**src/design/spq_pkg.sv**
```systemverilog
// Shared types and constants for the stable priority queue.
package spq_pkg;

    localparam int QUEUE_DEPTH = 16;
    localparam int CNT_W       = $clog2(QUEUE_DEPTH + 1);
    localparam int PRIO_W      = 4;
    localparam int ID_W        = 16;
    localparam int REM_W       = 14;
    localparam int OUT_CNT_W   = 5;
    localparam int ENTRY_W     = PRIO_W + ID_W + REM_W;
    localparam int IN_DATA_W   = 40;
    localparam int OUT_DATA_W  = 40;

    typedef enum logic {
        OP_INSERT = 1'b0,
        OP_POP    = 1'b1
    } t_opcode;

    // priority in the lowest bits
    typedef struct packed {
        logic [REM_W-1:0]  remaining;
        logic [ID_W-1:0]   id;
        logic [PRIO_W-1:0] prio;
    } t_entry;

    typedef struct packed {
        logic insert_en;
        logic pop_en;
    } t_cell_ctrl;

endpackage

```
**src/design/spq_cell.sv**
```systemverilog
// One queue slot: compares against the incoming entry and shifts with its neighbors.
module spq_cell
    import spq_pkg::*;
(
    input  logic       i_clk,
    input  t_cell_ctrl i_ctrl,
    input  t_entry     i_new,
    input  logic       i_valid,      // slot lies below the fill count
    input  logic       i_left_keep,  // left neighbor stays put on insert
    input  t_entry     i_left_data,
    input  t_entry     i_right_data,
    output logic       o_keep,
    output t_entry     o_data
);

    t_entry r_data;
    t_entry n_data;

    // keep is a prefix of the row since entries are sorted high to low
    assign o_keep = i_valid && (r_data.prio >= i_new.prio);
    assign o_data = r_data;

    always_comb begin
        n_data = r_data;
        if (i_ctrl.insert_en) begin
            if (!o_keep) begin
                n_data = i_left_keep ? i_new : i_left_data;
            end
        end else if (i_ctrl.pop_en) begin
            n_data = i_right_data;
        end
    end

    always_ff @(posedge i_clk) begin
        r_data <= n_data;
    end

endmodule

```
**src/design/stable_priority_queue.sv**
```systemverilog
// Stable priority queue: sorted row of slots, one operation per transaction.
//
// Input channel (s): tuser carries the opcode (insert or pop), tdata the
// entry to insert (priority, id, remaining time). The entry fields are
// ignored on a pop.
// Output channel (m): one transaction per input transaction. tuser is the
// success flag, tdata the popped entry (zero unless a pop succeeded), the
// empty flag and the entry count after the operation.
// The result is registered and appears in the cycle after the input transaction.
// One operation per cycle unless the receiver stalls; every slot compares and
// shifts in parallel, whatever the fill level.
// Higher priorities leave first; equal priorities leave in arrival order.
// An insert into a full queue and a pop on an empty queue return success 0
// and leave the contents untouched.
// Reset clears the fill count and the output valid flag; slot contents need
// no clearing since only slots below the count are ever read.
// When the receiver stalls, the result is held in the output register and
// the input accepts once more only when that result is taken.
module stable_priority_queue
    import spq_pkg::*;
(
    input  logic                  i_clk,
    input  logic                  i_rst_n,
    input  logic                  i_s_tvalid,
    output logic                  o_s_tready,
    input  logic [IN_DATA_W-1:0]  i_s_tdata,  // [3:0] priority, [19:4] id, [33:20] remaining
    input  logic                  i_s_tuser,  // [0] opcode
    output logic                  o_m_tvalid,
    input  logic                  i_m_tready,
    output logic [OUT_DATA_W-1:0] o_m_tdata,  // [3:0] priority, [19:4] id,
                                              // [33:20] remaining, [34] empty, [39:35] count
    output logic                  o_m_tuser   // [0] success
);

    t_entry     w_new;
    t_opcode    w_op;
    logic       w_fire;
    logic       w_full;
    logic       w_empty;
    t_cell_ctrl w_ctrl;

    logic [CNT_W-1:0] r_count;
    logic [CNT_W-1:0] n_count;

    logic             r_out_valid;
    logic             r_out_success;
    t_entry           r_out_entry;
    logic [CNT_W-1:0] r_out_count;

    logic   w_keep [QUEUE_DEPTH];
    t_entry w_data [QUEUE_DEPTH];

    assign w_new   = t_entry'(i_s_tdata[ENTRY_W-1:0]);
    assign w_op    = t_opcode'(i_s_tuser);
    assign w_fire  = i_s_tvalid && o_s_tready;
    assign w_full  = (r_count == CNT_W'(QUEUE_DEPTH));
    assign w_empty = (r_count == '0);

    assign w_ctrl.insert_en = w_fire && (w_op == OP_INSERT) && !w_full;
    assign w_ctrl.pop_en    = w_fire && (w_op == OP_POP) && !w_empty;

    always_comb begin
        n_count = r_count;
        if (w_ctrl.insert_en) begin
            n_count = r_count + CNT_W'(1);
        end else if (w_ctrl.pop_en) begin
            n_count = r_count - CNT_W'(1);
        end
    end

    for (genvar i = 0; i < QUEUE_DEPTH; i++) begin : g_cell
        logic   w_left_keep;
        t_entry w_left_data;
        t_entry w_right_data;

        if (i == 0) begin : g_head
            assign w_left_keep = 1'b1;
            assign w_left_data = w_new;
        end else begin : g_body
            assign w_left_keep = w_keep[i-1];
            assign w_left_data = w_data[i-1];
        end

        if (i == QUEUE_DEPTH - 1) begin : g_tail
            assign w_right_data = '0;
        end else begin : g_mid
            assign w_right_data = w_data[i+1];
        end

        spq_cell u_cell (
            .i_clk        (i_clk),
            .i_ctrl       (w_ctrl),
            .i_new        (w_new),
            .i_valid      (CNT_W'(i) < r_count),
            .i_left_keep  (w_left_keep),
            .i_left_data  (w_left_data),
            .i_right_data (w_right_data),
            .o_keep       (w_keep[i]),
            .o_data       (w_data[i])
        );
    end

    always_ff @(posedge i_clk) begin
        if (!i_rst_n) begin
            r_count     <= '0;
            r_out_valid <= 1'b0;
        end else begin
            r_count <= n_count;
            if (w_fire) begin
                r_out_valid <= 1'b1;
            end else if (i_m_tready) begin
                r_out_valid <= 1'b0;
            end
        end
    end

    always_ff @(posedge i_clk) begin
        if (w_fire) begin
            r_out_success <= w_ctrl.insert_en || w_ctrl.pop_en;
            r_out_entry   <= w_ctrl.pop_en ? w_data[0] : '0;
            r_out_count   <= n_count;
        end
    end

    assign o_s_tready = !r_out_valid || i_m_tready;
    assign o_m_tvalid = r_out_valid;
    assign o_m_tuser  = r_out_success;
    assign o_m_tdata  = {OUT_CNT_W'(r_out_count), (r_out_count == '0), r_out_entry};

endmodule

```
**config.mk**
```make
export PLATFORM = sky130hd
export DESIGN_NAME = stable_priority_queue
export DESIGN_NICKNAME = d
export VERILOG_FILES = /design/src/design/spq_pkg.sv /design/src/design/spq_cell.sv /design/src/design/stable_priority_queue.sv
export SDC_FILE = /design/constraint.sdc
export NUM_CORES = 1
export LEC_CHECK = 0
export BUFFER_PORTS_ARGS = -buffer_cell sky130_fd_sc_hd__buf_2
export CELL_PAD_IN_SITES_DETAIL_PLACEMENT = 0
export CELL_PAD_IN_SITES_GLOBAL_PLACEMENT = 1
export CORE_MARGIN = 2
export CORE_UTILIZATION = 46
export DETAILED_ROUTE_END_ITERATION = 12
export PLACE_DENSITY_LB_ADDON = 0.3
export SYNTH_ARGS = -nofsm -noshare
export SYNTH_HDL_FRONTEND = slang
export SYNTH_SLANG_ARGS = --single-unit
```
**constraint.sdc**
```tcl
create_clock -name i_clk -period 8.98 [get_ports i_clk]
set_clock_uncertainty 0.15 [all_clocks]
set_input_delay 0 -clock i_clk [delete_from_list [all_inputs] [get_ports i_clk]]
set_output_delay 0 -clock i_clk [all_outputs]
set_load 0.05 [all_outputs]
```
==> summary.md <==
| Metric | Value |
|---|---|
| Via Count | `between 20000 and 25000` |
| Switching power | `roughly 2900 uW` |
| Async SR Flop Fraction | `0` |
| Required @ worst endpoint | `9.26 ns` |
| Clock network fraction of design power | `0.303` |
| Reg2reg path depth | `8` |
| 1st-iter DRT viols | `around 2700` |
| Synthesized area per cell | `roughly 10 um2` |
| DP Wirelength | `between 50000 and 60000 um` |
| Die H | `approximately 260 um` |
| FILL cells | `around 5600` |
| ANT cells | `0` |
| Total CTS buffers | `67` |
| H-tree depth | `3` |
| Max Cap Viol | `0` |
| Final Hold Viols | `0` |
| Vias in the first global route | `roughly 23000` |
| Mapped Area | `about 30000 um2` |
| Switching Fraction | `0.331` |
| Top cells by area, synth | `edfxtp_1 (58%), nand2_1 (7.4%), o211ai_1 (6.1%)` |
| Area leader, netlist | `edfxtp_1` |
| TritonCTS Sinks | `a little under 600` |
| Total area of sequential cells | `around 18000 um2` |
| Final core occ | `0.518` |
| Layout cells sized above 1 | `0.0886` |
| PD cells | `approximately 260 nW/um2` |
| Mux share of post-synthesis cell area | `0.0451` |
| Worst VDD drop | `between 100 and 150 uV` |
| Final period util | `0.478` |
| Count of final max-slew check failures | `0` |
| Die area | `roughly 67000 um2` |
| Fin crit period | `4.29 ns` |
| Top cell type's share of synthesized area | `0.585` |
| Post-synthesis adder-cell area fraction | `0.0284` |
| XOR/XNOR Fraction of Synth Area | `0.00146` |
| Synth Net Count | `slightly below 3000` |
| Worst-path fanout max | `153` |
| Global-route wire length before repair | `around 140000 um` |
| RSZ-0062 raised after global routing | `false` |
| Root buffer cell | `clkbuf_16` |
| Top-Level Pins | `slightly below 90` |
| Area fraction in compound gates after synthesis | `0.148` |
| CORE AREA | `around 64000 um2` |
| Initial Util | `0.465` |
| Multi-input logic area | `around 11000 um2` |
| Setup_tns | `0 ns` |
| Antenna viol nets, final | `0` |
| Combinational share of power | `0.235` |
| # nets final | `between 2000 and 3000` |
| Critical Path End Type | `flip-flop` |
| Int Pwr | `between 5000 and 6000 uW` |
| Rows | `93` |
| Most frequent cells in the layout | `nand2_1 (584), edfxtp_1 (584), nand3_1 (246)` |
| Post-Synth Simple-Gate Area | `0.149` |
| Slew @ Worst Pin | `about 1.2 ns` |
| Port bufs | `between 80 and 90` |
| Worst skew pair latency | `approximately 0.60 ns` |
| Remaining Overflow, GRT | `0` |
| Largest net degree at the start of global routing | `about 250` |
| Post-synth EDFFs | `~580` |
| Clk buf depth | `3` |
| Vias per cell | `between 6 and 7` |
| CP arrival | `between 4 and 5 ns` |
| Sequential Power Share | `0.463` |
| Crit path kind | `reg -> reg` |
| Final Wtd Congestion | `around 0.86` |
| Synth Instances | `roughly 2900` |
| FF+latch count, synth | `roughly 600` |
| Number of library cell types mapped by synthesis | `44` |
| GRT Total Usage | `0.268` |
| Max-slew headroom | `0.195` |
| Post-synthesis sequential area ratio | `0.589` |
| Routed wire length | `a little over 90000 um` |
| Reg2Reg Launch Point | `r_count[1]$_SDFF_PN0_` |
| Wire per inst | `24.4 um` |
| Die W | `259 um` |
| Top_reg_cell synth | `edfxtp_1` |
| Largest family of logic cells by synthesized area | `simple AND/OR/NAND/NOR gates` |
| Hold WC Path Type | `in -> reg` |
| Setup violations, final | `0` |
| Fmax achieved | `~230 MHz` |
| CTS tree | `done` |
| R2R setup slack | `4.69 ns` |
| RR Endpoint | `g_cell[5].u_cell.o_data[16]$_DFFE_PP_` |
| Area Growth Syn to Fin | `11.5%` |
| Initial antenna violation count | `0` |
| Drt first pass iters | `6` |
| Yosys warns | `0` |
| CTS clk-pin slew, worst paths | `~0.06 ns` |
| Startpoint Class | `flip-flop` |
| Run status | `complete, no violations` |
| Remaining DRCs | `0` |
| Lkg Pwr | `0.0123 uW` |
| Setup crit start | `r_count[1]$_SDFF_PN0_` |
| Worst setup path endpoint | `g_cell[5].u_cell.o_data[16]$_DFFE_PP_` |
-- area by class of cell --
type / instances / share of cell area
multi-input combinational: 1988 / 0.339
clock buffer: 83 / 0.0532
sequential: 590 / 0.528
inverter: 25 / 0.00281
clock inverter: 35 / 0.00839
timing repair buffer: 169 / 0.0363
tap: 855 / 0.0320
-- timing repair --
| item | in CTS | in global routing |
|---|---|---|
| hold buffers | 39 | 0 |
| resized for setup | 0 | 0 |
| hold endpoints to repair | 412 | 0 |
| buffers inserted | 0 | 0 |
-- logic make-up (layout without fill, tap and decap cells) --
kind of cell               Yosys count  in the layout
DFF                                590            590
buffers and inverters              287            312
muxes                              135            135
AOI/OAI and AO/OA                  722            722
adders and majority gates           68             68
and+or+nand+nor                   1058           1058
xor gates and xnor gates             5              5
-- worst min path at each step --
stage	startpoint	to	slack, ns	cells after the start
after floorplan	i_rst_n	r_count[0]$_SDFF_PN0_	-0.03	1
after global placement	i_rst_n	r_count[2]$_SDFF_PN0_	0.17	2
after detailed placement	i_rst_n	r_count[1]$_SDFF_PN0_	0.16	2
after CTS	i_rst_n	r_count[2]$_SDFF_PN0_	0.09	3
after global routing	i_rst_n	r_count[2]$_SDFF_PN0_	0.12	3
final	i_rst_n	r_count[3]$_SDFF_PN0_	0.11	3
-- cell usage after synthesis (3+ instances only) --
library cell and instances:
ha_1 68, nand3_1 246, dfxtp_1 6, buf_4 5, a21o_1 3, nor3b_1 9, o211ai_1 242, a2111oi_0 3
o21ai_0 167, o211a_1 3, mux2i_1 135, clkbuf_1 178, a31oi_1 35, o221ai_1 12, buf_2 69, nand2_1 592
inv_1 25, nand2b_1 8, or2_2 3, nor2_1 150, and2_1 37, edfxtp_1 584, nor3_1 7, o21bai_1 3
buf_1 10, xnor2_1 3, a21oi_1 238
-- layer usage --
metal	global-route usage	vias up	routed length, um
met5	0	-	0
met4	0.0966	0	3090
met3	0.0417	167	7410
met2	0.439	1112	43000
met1	0.363	11600	37800
li1	-	10500	-
-- worst max-delay path, stage by stage (launching register included) --
cell and delay, ns:
dfxtp_1 0.51, inv_1 0.16, ha_1 0.24, nor3b_2 0.21, a2111oi_4 0.54, buf_12 0.50, buf_4 0.84, nand2_1 0.47
o211ai_1 0.31
-- registers in the layout (all words and copies together), names as in the netlist --
register and cells:
o_m_tvalid 1, r_out_count 5, o_m_tuser 1, g_cell.u_cell.o_data 544
r_count 5, o_m_tdata 34
-- power by group through the flow --
stage                     registers [uW]  logic, uW  clock network (uW)
after detailed placement            4110       2030                   0
final                               4060       2060                2660
after global placement              4090       1960                   0
after CTS                           4060       2040                2700
after global routing                4120       2240                2800
after floorplan                     4090       1260                   0
-- metrics by stage --
step           worst slack (ns)  hold WS (ns)  area, um2  cells  power [uW]
2_1_floorplan              3.83       -0.0283      30000   2865        5350
3_3_place_gp               4.77         0.165      31000   3588        6060
3_5_place_dp               4.66         0.163      31000   3588        6140
4_1_cts                    4.65        0.0914      33400   3745        8800
5_1_grt                    4.44         0.116      33400   3745        9160
6_report                   4.69         0.111      33400   3745        8780
No activity file was read; power rests on OpenSTA's default activity.
